### src/rtl/dcf77_pkg.sv
// Shared types and constants for the DCF77 binary telegram decoder.
package dcf77_pkg;

   localparam int unsigned CNT_W = 4;

   localparam logic [7:0] TERMINATOR = 8'hFD;
   localparam logic [CNT_W-1:0] FRAME_LEN = 4'd11;
   localparam logic [CNT_W-1:0] COUNT_MAX = 4'd15;
   localparam logic [7:0] TZ_MASK = 8'h0C;
   localparam logic [7:0] TZ_MET = 8'h08;
   localparam logic [7:0] TZ_MEST = 8'h04;
   localparam logic [7:0] TX_LEAP = 8'h10;
   localparam logic [7:0] TX_CALL = 8'h01;
   localparam logic [7:0] TX_ANNOUNCE = 8'h02;
   localparam logic [7:0] CS_TIME = 8'h01;
   localparam logic [7:0] CS_SIGNAL = 8'h02;
   localparam logic [19:0] TENTH_US = 20'd100000;
   localparam logic signed [13:0] OFFS_MET = -14'sd3600;
   localparam logic signed [13:0] OFFS_MEST = -14'sd7200;

   // result status codes
   localparam logic [2:0] ST_OK = 3'd0;
   localparam logic [2:0] ST_FORMAT = 3'd1;
   localparam logic [2:0] ST_TIME = 3'd2;
   localparam logic [2:0] ST_DATE = 3'd3;
   localparam logic [2:0] ST_ZONE = 3'd4;

   // Buffered frame as seen by the decoder; byte 9 is never used.
   typedef struct packed {
      logic            len_ok;
      logic [8:0][7:0] bytes;
   } frame_type;

   typedef struct packed {
      logic [7:0]         flags;
      logic signed [13:0] utc_offset_seconds;
      logic [6:0]         year;
      logic [3:0]         month;
      logic [4:0]         day;
      logic [19:0]        microsecond;
      logic [5:0]         second;
      logic [5:0]         minute;
      logic [4:0]         hour;
      logic [2:0]         status;
   } result_type;

endpackage

### src/rtl/dcf77_frame_buf.sv
// Frame byte store and saturating byte counter.
module dcf77_frame_buf #(
   parameter int unsigned BUFFER_DEPTH = 12
) (
   input  logic                clock,
   input  logic                reset,
   input  logic                wr_en,
   input  logic [7:0]          wr_byte,
   output dcf77_pkg::frame_type frame
);
   import dcf77_pkg::*;

   localparam int unsigned IDX_W = $clog2(BUFFER_DEPTH);
   localparam logic [CNT_W-1:0] CNT_LIM =
      (BUFFER_DEPTH < 15) ? CNT_W'(BUFFER_DEPTH) : COUNT_MAX;

   logic [7:0]       buf_ff [BUFFER_DEPTH];
   logic [CNT_W-1:0] cnt_ff;
   logic [CNT_W-1:0] cnt_in;
   logic             has_room;
   logic             is_term;

   assign has_room = (cnt_ff < CNT_LIM);
   assign is_term  = (wr_byte == TERMINATOR);

   always_comb begin
      cnt_in = cnt_ff;
      if (wr_en) begin
         if (is_term) begin
            cnt_in = '0;
         end else if (has_room) begin
            cnt_in = cnt_ff + 1'b1;
         end
      end
   end

   always_ff @(posedge clock) begin
      if (reset) begin
         cnt_ff <= '0;
      end else begin
         cnt_ff <= cnt_in;
      end
   end

   always_ff @(posedge clock) begin
      if (wr_en && has_room) begin
         buf_ff[cnt_ff[IDX_W-1:0]] <= wr_byte;
      end
   end

   // Right length only if the terminator lands in the eleventh slot.
   always_comb begin
      frame.len_ok = (cnt_ff == FRAME_LEN - 1'b1);
      for (int i = 0; i < 9; i++) begin
         frame.bytes[i] = buf_ff[i];
      end
   end

   a_cnt_range: assert property (@(posedge clock) disable iff (reset)
      cnt_ff <= CNT_LIM)
      else $error("byte count above limit");

   a_term_clears: assert property (@(posedge clock) disable iff (reset)
      wr_en && is_term |=> cnt_ff == '0)
      else $error("count not cleared after terminator");

endmodule

### src/rtl/dcf77_decode.sv
// Field range checks and result formatting for one closed frame.
module dcf77_decode (
   input  dcf77_pkg::frame_type  frame,
   output dcf77_pkg::result_type result
);
   import dcf77_pkg::*;

   logic [7:0] b0, b1, b2, b3, b4, b5, b6, cs, tx, tz;
   logic       time_bad, date_bad, is_met, is_mest;
   logic [2:0] status;
   logic [7:0] fl;

   assign b0 = frame.bytes[0];
   assign b1 = frame.bytes[1];
   assign b2 = frame.bytes[2];
   assign b3 = frame.bytes[3];
   assign b4 = frame.bytes[4];
   assign b5 = frame.bytes[5];
   assign b6 = frame.bytes[6];
   assign cs = frame.bytes[7];
   assign tx = frame.bytes[8];
   assign tz = tx & TZ_MASK;

   assign time_bad = (b0 > 8'd23) || (b1 > 8'd59) || (b2 > 8'd59) || (b3 > 8'd9);
   assign date_bad = (b4 < 8'd1) || (b4 > 8'd31) || (b5 < 8'd1) || (b5 > 8'd12)
                     || (b6 > 8'd99);
   assign is_met  = (tz == TZ_MET);
   assign is_mest = (tz == TZ_MEST);

   always_comb begin
      if (!frame.len_ok) begin
         status = ST_FORMAT;
      end else if (time_bad) begin
         status = ST_TIME;
      end else if (date_bad) begin
         status = ST_DATE;
      end else if (!is_met && !is_mest) begin
         status = ST_ZONE;
      end else begin
         status = ST_OK;
      end
   end

   always_comb begin
      fl    = 8'hC0;
      fl[0] = is_mest;
      fl[1] = ((cs & CS_TIME) == 8'h00);
      if ((cs & CS_SIGNAL) == 8'h00) begin
         fl[2] = 1'b1;
      end else begin
         fl[3] = ((tx & TX_CALL) != 8'h00);
         fl[4] = ((tx & TX_ANNOUNCE) != 8'h00);
         fl[5] = ((tx & TX_LEAP) != 8'h00);
      end
   end

   // All fields but status read zero unless the frame decodes cleanly.
   always_comb begin
      result        = '0;
      result.status = status;
      if (status == ST_OK) begin
         result.hour        = b0[4:0];
         result.minute      = b1[5:0];
         result.second      = b2[5:0];
         result.microsecond = 20'(b3[3:0]) * TENTH_US;
         result.day         = b4[4:0];
         result.month       = b5[3:0];
         result.year        = b6[6:0];
         result.utc_offset_seconds = is_mest ? OFFS_MEST : OFFS_MET;
         result.flags       = fl;
      end
   end

endmodule

### src/rtl/dcf77_binary_telegram_decoder_core.sv
// Top level of the DCF77 binary telegram decoder.
//
//  channel | dir | tdata fields (lsb first)                      | tlast/tuser
//  --------+-----+-----------------------------------------------+------------
//  req_    | in  | rx_byte[7:0]                                  | none
//  rsp_    | out | status, hour, minute, second, microsecond,    | none
//          |     | day, month, year, utc_offset_seconds, flags   |
//
//  One item per cycle sustained while no terminator waits on the output register:
//  an input register feeds the byte store and the decode logic, whose result is registered in the output register.
//  rsp_tvalid rises once the terminator has left the input register and its result is registered.
//  Synchronous active-high reset clears the byte count and both valid flags;
//  buffer contents are left undefined.
//  Only a terminator waits on a full output register; other bytes keep flowing
//  while a result sits unclaimed.
module dcf77_binary_telegram_decoder_core #(
   parameter int unsigned BUFFER_DEPTH = 12
) (
   input  logic        clock,
   input  logic        reset,
   input  logic        req_tvalid,
   output logic        req_tready,
   input  logic [7:0]  req_tdata,   // [7:0] rx_byte
   output logic        rsp_tvalid,
   input  logic        rsp_tready,
   // [2:0] status, [7:3] hour, [13:8] minute, [19:14] second,
   // [39:20] microsecond, [44:40] day, [48:45] month, [55:49] year,
   // [69:56] utc_offset_seconds, [77:70] flags, [79:78] zero
   output logic [79:0] rsp_tdata
);
   import dcf77_pkg::*;

   // input stage
   logic       in_vld_ff, in_vld_in;
   logic [7:0] in_byte_ff, in_byte_in;
   // output stage
   logic       rsp_vld_ff, rsp_vld_in;
   result_type rsp_data_ff, rsp_data_in;

   logic       req_acc;
   logic       is_term;
   logic       proc_go;   // input stage item moves on this cycle
   frame_type  frame;
   result_type result;

   assign is_term = (in_byte_ff == TERMINATOR);
   // a terminator needs room in the output register, other bytes never wait
   assign proc_go = in_vld_ff && (!is_term || !rsp_vld_ff || rsp_tready);

   assign req_tready = !in_vld_ff || proc_go;
   assign req_acc    = req_tvalid && req_tready;

   always_comb begin
      in_vld_in  = in_vld_ff;
      in_byte_in = in_byte_ff;
      if (req_acc) begin
         in_vld_in  = 1'b1;
         in_byte_in = req_tdata;
      end else if (proc_go) begin
         in_vld_in = 1'b0;
      end
   end

   dcf77_frame_buf #(
      .BUFFER_DEPTH (BUFFER_DEPTH)
   ) u_frame_buf (
      .clock   (clock),
      .reset   (reset),
      .wr_en   (proc_go),
      .wr_byte (in_byte_ff),
      .frame   (frame)
   );

   dcf77_decode u_decode (
      .frame  (frame),
      .result (result)
   );

   always_comb begin
      rsp_vld_in  = rsp_vld_ff;
      rsp_data_in = rsp_data_ff;
      if (proc_go && is_term) begin
         rsp_vld_in  = 1'b1;
         rsp_data_in = result;
      end else if (rsp_tready) begin
         rsp_vld_in = 1'b0;
      end
   end

   always_ff @(posedge clock) begin
      if (reset) begin
         in_vld_ff  <= 1'b0;
         rsp_vld_ff <= 1'b0;
      end else begin
         in_vld_ff  <= in_vld_in;
         rsp_vld_ff <= rsp_vld_in;
      end
   end

   always_ff @(posedge clock) begin
      in_byte_ff  <= in_byte_in;
      rsp_data_ff <= rsp_data_in;
   end

   assign rsp_tvalid = rsp_vld_ff;
   assign rsp_tdata  = {2'b00, rsp_data_ff};

   a_ok_ranges: assert property (@(posedge clock) disable iff (reset)
      rsp_vld_ff && rsp_data_ff.status == ST_OK |->
         rsp_data_ff.hour <= 5'd23 && rsp_data_ff.minute <= 6'd59 &&
         rsp_data_ff.second <= 6'd59 && rsp_data_ff.month <= 4'd12)
      else $error("ok result with field out of range");

   a_ok_offset: assert property (@(posedge clock) disable iff (reset)
      rsp_vld_ff && rsp_data_ff.status == ST_OK |->
         rsp_data_ff.utc_offset_seconds == OFFS_MET ||
         rsp_data_ff.utc_offset_seconds == OFFS_MEST)
      else $error("ok result with bad utc offset");

   a_bad_zeroed: assert property (@(posedge clock) disable iff (reset)
      rsp_vld_ff && rsp_data_ff.status != ST_OK |->
         rsp_data_ff.flags == 8'h00 && rsp_data_ff.microsecond == 20'd0)
      else $error("failed result carries nonzero fields");

   a_term_result: assert property (@(posedge clock) disable iff (reset)
      proc_go && is_term |=> rsp_vld_ff)
      else $error("terminator did not produce a result");

endmodule
### config.mk
export PLATFORM = sky130hd
export DESIGN_NAME = dcf77_binary_telegram_decoder_core
export DESIGN_NICKNAME = d
export VERILOG_FILES = /design/src/rtl/dcf77_pkg.sv /design/src/rtl/dcf77_frame_buf.sv /design/src/rtl/dcf77_decode.sv /design/src/rtl/dcf77_binary_telegram_decoder_core.sv
export SDC_FILE = /design/constraint.sdc
export NUM_CORES = 1
export LEC_CHECK = 0
export BUFFER_PORTS_ARGS = -buffer_cell sky130_fd_sc_hd__buf_2
export CAP_MARGIN = 5
export CORE_ASPECT_RATIO = 1.2
export CORE_MARGIN = 10
export CORE_UTILIZATION = 56
export CTS_CLUSTER_SIZE = 25
export DETAILED_ROUTE_END_ITERATION = 10
export GPL_TIMING_DRIVEN = 0
export PLACE_DENSITY = 0.8
export SETUP_SLACK_MARGIN = 0.05
export SLEW_MARGIN = 25
export SYNTH_ARGS = -nofsm -noshare
export SYNTH_HDL_FRONTEND = slang
export SYNTH_SLANG_ARGS = --single-unit
### constraint.sdc
create_clock -name clock -period 3.4 [get_ports clock]
set_clock_uncertainty 0.2 [all_clocks]
set_input_delay 0.17 -clock clock [delete_from_list [all_inputs] [get_ports clock]]
set_output_delay 0.17 -clock clock [all_outputs]
set_load 0.005 [all_outputs]
### After elaboration in Yosys (flattened, before gate mapping)

Memory sizes are Yosys's and may differ from the RTL's.
Index checks and enable logic that the tools add are counted.

* register bits: 92
* memory bits (writable): 96
* bits of input ports: 12
* output and inout bits: 82
* word-level logic and storage cells: 79
* memories kept: 1

* add/subtract/negate cells: 1
* $mul: 1
* magnitude comparators: 10
* eq/ne operators: 4
* mux-type cells: 16
* bitwise logic cells: 1
* reduce and logical (&&, ||, !) cells: 28

Memory list
* u_frame_buf.buf_ff: words 12, width 8, rd ports 9, clocked after Yosys merged registers in 0, write ports 1, line dcf77_frame_buf.sv:17 `logic [7:0] buf_ff [BUFFER_DEPTH];`

Operators with widths (count)
* 75-bit two-way mux: 1
* 8-bit by 4-bit greater-than comparator with 1-bit output, second input constant: 2
* 8-bit by 5-bit greater-than comparator with 1-bit output, second input constant: 2
* 8-bit by 6-bit greater-than comparator with 1-bit output, second input constant: 2
* 8-bit logical NOT: 2
* 8-bit by 1-bit less-than comparator with 1-bit output, second input constant: 2
* 4-bit by 12-bit multiplier with 15-bit output, second input constant: 1
* 3-bit two-way mux: 5
* 13-bit two-way mux: 1
* 1-bit logical OR: 10
* 8-bit == test, second input constant: 1
* 8-bit by 7-bit greater-than comparator with 1-bit output, second input constant: 1
* 4-bit two-way mux: 2
* 1-bit two-way mux: 7
* 2-bit nonzero test: 3
* 1-bit logical AND: 5
* 1-bit logical NOT: 5
* 4-bit by 1-bit adder with 4-bit output, second input constant: 1
* 4-bit == test, second input constant: 1
* 4-bit less-than comparator, second input constant: 1
* 3-bit logical NOT: 1
* 2-bit by 1-bit == test with 1-bit output, second input constant: 1
* 2-bit == test, second input constant: 1
* 2-bit AND reduction: 1
* other kinds (2): 2

### Depth between registers and ports, before layout

An unclocked memory read counts as a cell.

* depth after elaboration: 12
* depth in mapped cells: 11
* gate-level depth less buffers: 10

### By module

A second synthesis with hierarchy kept.

* cell total of the unflattened synthesis: 407
* area total of the unflattened synthesis: 6592.6 um2

Modules (own cells, without submodules)
* dcf77_binary_telegram_decoder_core: times used 1, cells an instance 104, area an instance 2767.7 um2, seq. area each 2622.5 um2
* dcf77_frame_buf: times used 1, cells an instance 120, area an instance 2538.7 um2, seq. area each 2242.2 um2
* dcf77_decode: times used 1, cells an instance 183, area an instance 1286.2 um2, seq. area each 0.0 um2

### Least setup slack after synthesis

Ideal clock, no wire load.

* path type: flip-flop to flip-flop
* from: memory u_frame_buf.buf_ff[3][1]
* to: register rsp_data_ff, in the netlist rsp_tdata[39], data pin
* setup time: 0.152 ns
* arrival: 2.648 ns
* data required time: 3.048 ns
* path slack: 0.400 ns
* cell stages (with the launch flop): 9
* buffers on the path: 0
* clock period less this slack: 3.000 ns
* path through: edfxtp_1 -> ha_1 -> fa_1 -> ha_1 -> a31o_2 -> a21o_1 -> a41oi_1 -> or4b_2 -> a31oi_1

RTL lines
* start: declaration: line dcf77_frame_buf.sv:17
* end signal: assignment: line dcf77_binary_telegram_decoder_core.sv:102 `rsp_data_ff <= rsp_data_in;`
* end: declaration: line dcf77_binary_telegram_decoder_core.sv:38 `result_type rsp_data_ff, rsp_data_in;`

==> impl_metrics.toml <==
[run_status]
outcome = "completed"

[worst_hold_path]
whs_path_depth = 2
hold_path.class = "in -> reg"
worstHoldEndpoint = "in_byte_ff[6]"
worstHoldStart = "req_tvalid"

[timing]
hold_viol_final = 0
fin_crit_sh = 0.949
period_needed_ns = 3.23
slew_headroom = 0.493
fmax_ghz = 0.310
worst_slew_pin_slew_ns = 0.761
finalMaxSlewViolations = 0
worst_slack_ns = 0.175
rsz0062_at_grt = "false"
setup_viol_count_final = 0

[synthesis]
syn_inst = 358
synth_flop_cell = "edfxtp_1"
syn_area_um2 = 5570
synth_edf_count = 131
synth_top_area_share = 0.706
yosysWarnings = 0
synth-seq-cells = 137
async_reset_ff_frac = 0
synth_area_per_cell_um2 = 15.6
ys_seq_area_frac = 0.727
synth_area_leaders = "edfxtp_1 71%, ha_1 5.6%, and2_1 5.2%"
yosysTopAreaCell = "edfxtp_1"
synth_cell_type_count = 45

[detailed_routing]
vias = 3218
vias_per_cell = 5.21
routed_wirelength_um = 11000
wire_per_inst_um = 17.8
drt-initial-drc-count = 121
drtPass1Iterations = 5
antenna_left = 0
drc = 0

[critical_path]
worstPathArrival_ns = 3.28
r2r_start = "u_frame_buf.buf_ff[3][1]"
worstPathBufferInverterCount = 0
cp-end-kind = "register"
crit_top_cell = "ha_1"
ff2ff_setup_slack_ns = 0.17
start_kind = "register"
path_max_fanout = 5
r2r_cells = 8
path_cells = "ha_1, ha_1, ha_1, a31o_2, a21o_1, a41oi_2, or4b_2, a31oi_1"
crit_slowest_cell = "or4b_2"
path_class = "reg -> reg"
crit_family = "adder cells"
rr_endpoint = "rsp_tdata[39]"
worstPathRequired_ns = 3.45
max_stage_delay_ns = 0.69

[die]
fp.dieArea_um2 = 14400
start_util = 0.580
rows = 39
die_h_um = 129
coreArea_um2 = 9610
die_w_um = 111
io_pins = 94

[placement]
place.gp.congestion = 0.855
post-place-ws_ns = 0.170
io_buffers = 80
dp_hpwl_um = 7250

[final_layout]
drive_gt1_frac = 0.279
multi_input_area_um2 = 1320
nFillCells = 602
seq_area_um2 = 4050
fin_util = 0.713
fin_nets = 520
antennaDiodeCount = 0
area_growth_pct = 22.9

[grt]
grtUsageTotal = 0.157
grt_overflow = 0
grt_max_degree = 62
grt_pass1_wl_um = 17300
antenna_found_initial = 0
grt_pass1_vias = 3404

[clock_tree]
clockRootBuffer = "clkbuf_16"
clk_pin_slew_ns = 0.05
cts_htree_levels = 4
clock_sinks = 137
cts_buffers = 17
cts.path.max_buffers = 2
clk_latency_ns = 0.42
cts_tree = "built"

[flow_run]
maxCapViolations = 0

[pwr]
power.density_nw_per_um2 = 529
p_leak_uw = 0.00295
max-vdd-ir-drop_v = 0.000400
routing by layer:
layer	vias to the layer above	routed length, um	GRT usage	part of all wire
met5	-	0	0	0
met3	16	762	0.0609	0.069
met4	0	179	0.0855	0.016
met2	119	6070	0.284	0.55
met1	1540	3990	0.152	0.36
li1	1543	-	-	-
through the flow:
| stage | TNS [ns] | instance area [um^2] | cells | power, uW | hold slack [ns] |
|---|---|---|---|---|---|
| floorplan | 0 | 5620 | 370 | 1940 | 0.0391 |
| global route | 0 | 6850 | 618 | 3730 | 0.118 |
| finish | 0 | 6850 | 618 | 3620 | 0.109 |
| detailed placement | 0 | 6180 | 573 | 1970 | 0.148 |
| global placement | -10.10 | 6170 | 573 | 1970 | 0.149 |
| CTS | 0 | 6830 | 616 | 3640 | 0.106 |
registers in the layout, indices dropped and copies added (netlist names):
register / flops
u_frame_buf.cnt_ff: 4
in_vld_ff: 1
rsp_tdata: 60
u_frame_buf.buf_ff: 63
in_byte_ff: 8
rsp_tvalid: 1
Yosys cell counts, types with 6 or more instances:
cell	number
inv_1	15
edfxtp_1	131
buf_4	20
a21oi_1	11
and2_1	46
nor4_1	7
nand2_1	8
ha_1	25
dfxtp_1	6
nor2_1	18
worst max path at each step:
| stage | startpoint | end | slack (ns) | cells after the start |
|---|---|---|---|---|
| 6_report | u_frame_buf.buf_ff[3][1] | rsp_tdata[39] | 0.17 | 8 |
| 5_1_grt | u_frame_buf.buf_ff[3][1] | rsp_tdata[39] | 0.07 | 8 |
| 4_1_cts | u_frame_buf.buf_ff[3][1] | rsp_tdata[39] | 0.10 | 8 |
| 3_5_place_dp | u_frame_buf.buf_ff[3][1] | rsp_tdata[39] | 0.17 | 8 |
| 3_3_place_gp | in_byte_ff[1] | rsp_tdata[35] | -0.17 | 5 |
| 2_1_floorplan | u_frame_buf.buf_ff[3][1] | rsp_tdata[39] | 0.40 | 8 |
layout make-up:
type                    instances  area share
plain buffers                  27      0.0285
inverters                      16     0.00931
flip-flops and latches        137       0.592
repair buffers                 93      0.0767
multi-input cells             190       0.192
clock buffers                  20      0.0637
clock inverters                12      0.0157
well taps                     123      0.0225
power by group:
group | total [uW] | switching, uW | internal, uW
clock | 1680 | 617 | 1060
combinational | 54.0 | 24.6 | 29.4
sequential | 1890 | 29.0 | 1860
cells by family (layout without fill, tap and decap cells):
kind of cell | Yosys count | count (layout) | synth area share
flops | 137 | 137 | 0.727
buf+inv | 43 | 168 | 0.0460
xor+xnor | 6 | 6 | 0.00943
other cells | 1 | 13 | 0.000673
compound gates | 35 | 35 | 0.0413
fa+ha+maj | 26 | 26 | 0.0597
simple gates | 110 | 110 | 0.116
placed cells by master, fill, tap and decap left out, types with 5 or more instances in the layout:
cell	instances
a21oi_1	11
and2_1	46
buf_2	82
buf_4	22
clkbuf_1	5
clkbuf_16	17
clkinv_2	6
conb_1	13
dfxtp_1	6
dlygate4sd3_1	11
edfxtp_1	131
ha_1	25
inv_1	14
nand2_1	8
nand4_1	5
nor2_1	18
nor4_1	7
o21ai_0	5
xnor2_1	5
what timing repair did:
item | CTS | global route
gates resized for setup | 0 | 1
setup buffers | 0 | 2
setup endpoints to repair | 0 | 1
endpoints found under the hold margin | 14 | 0
hold buffers | 11 | 0
Note: power is estimated with default switching activity, not from simulation.
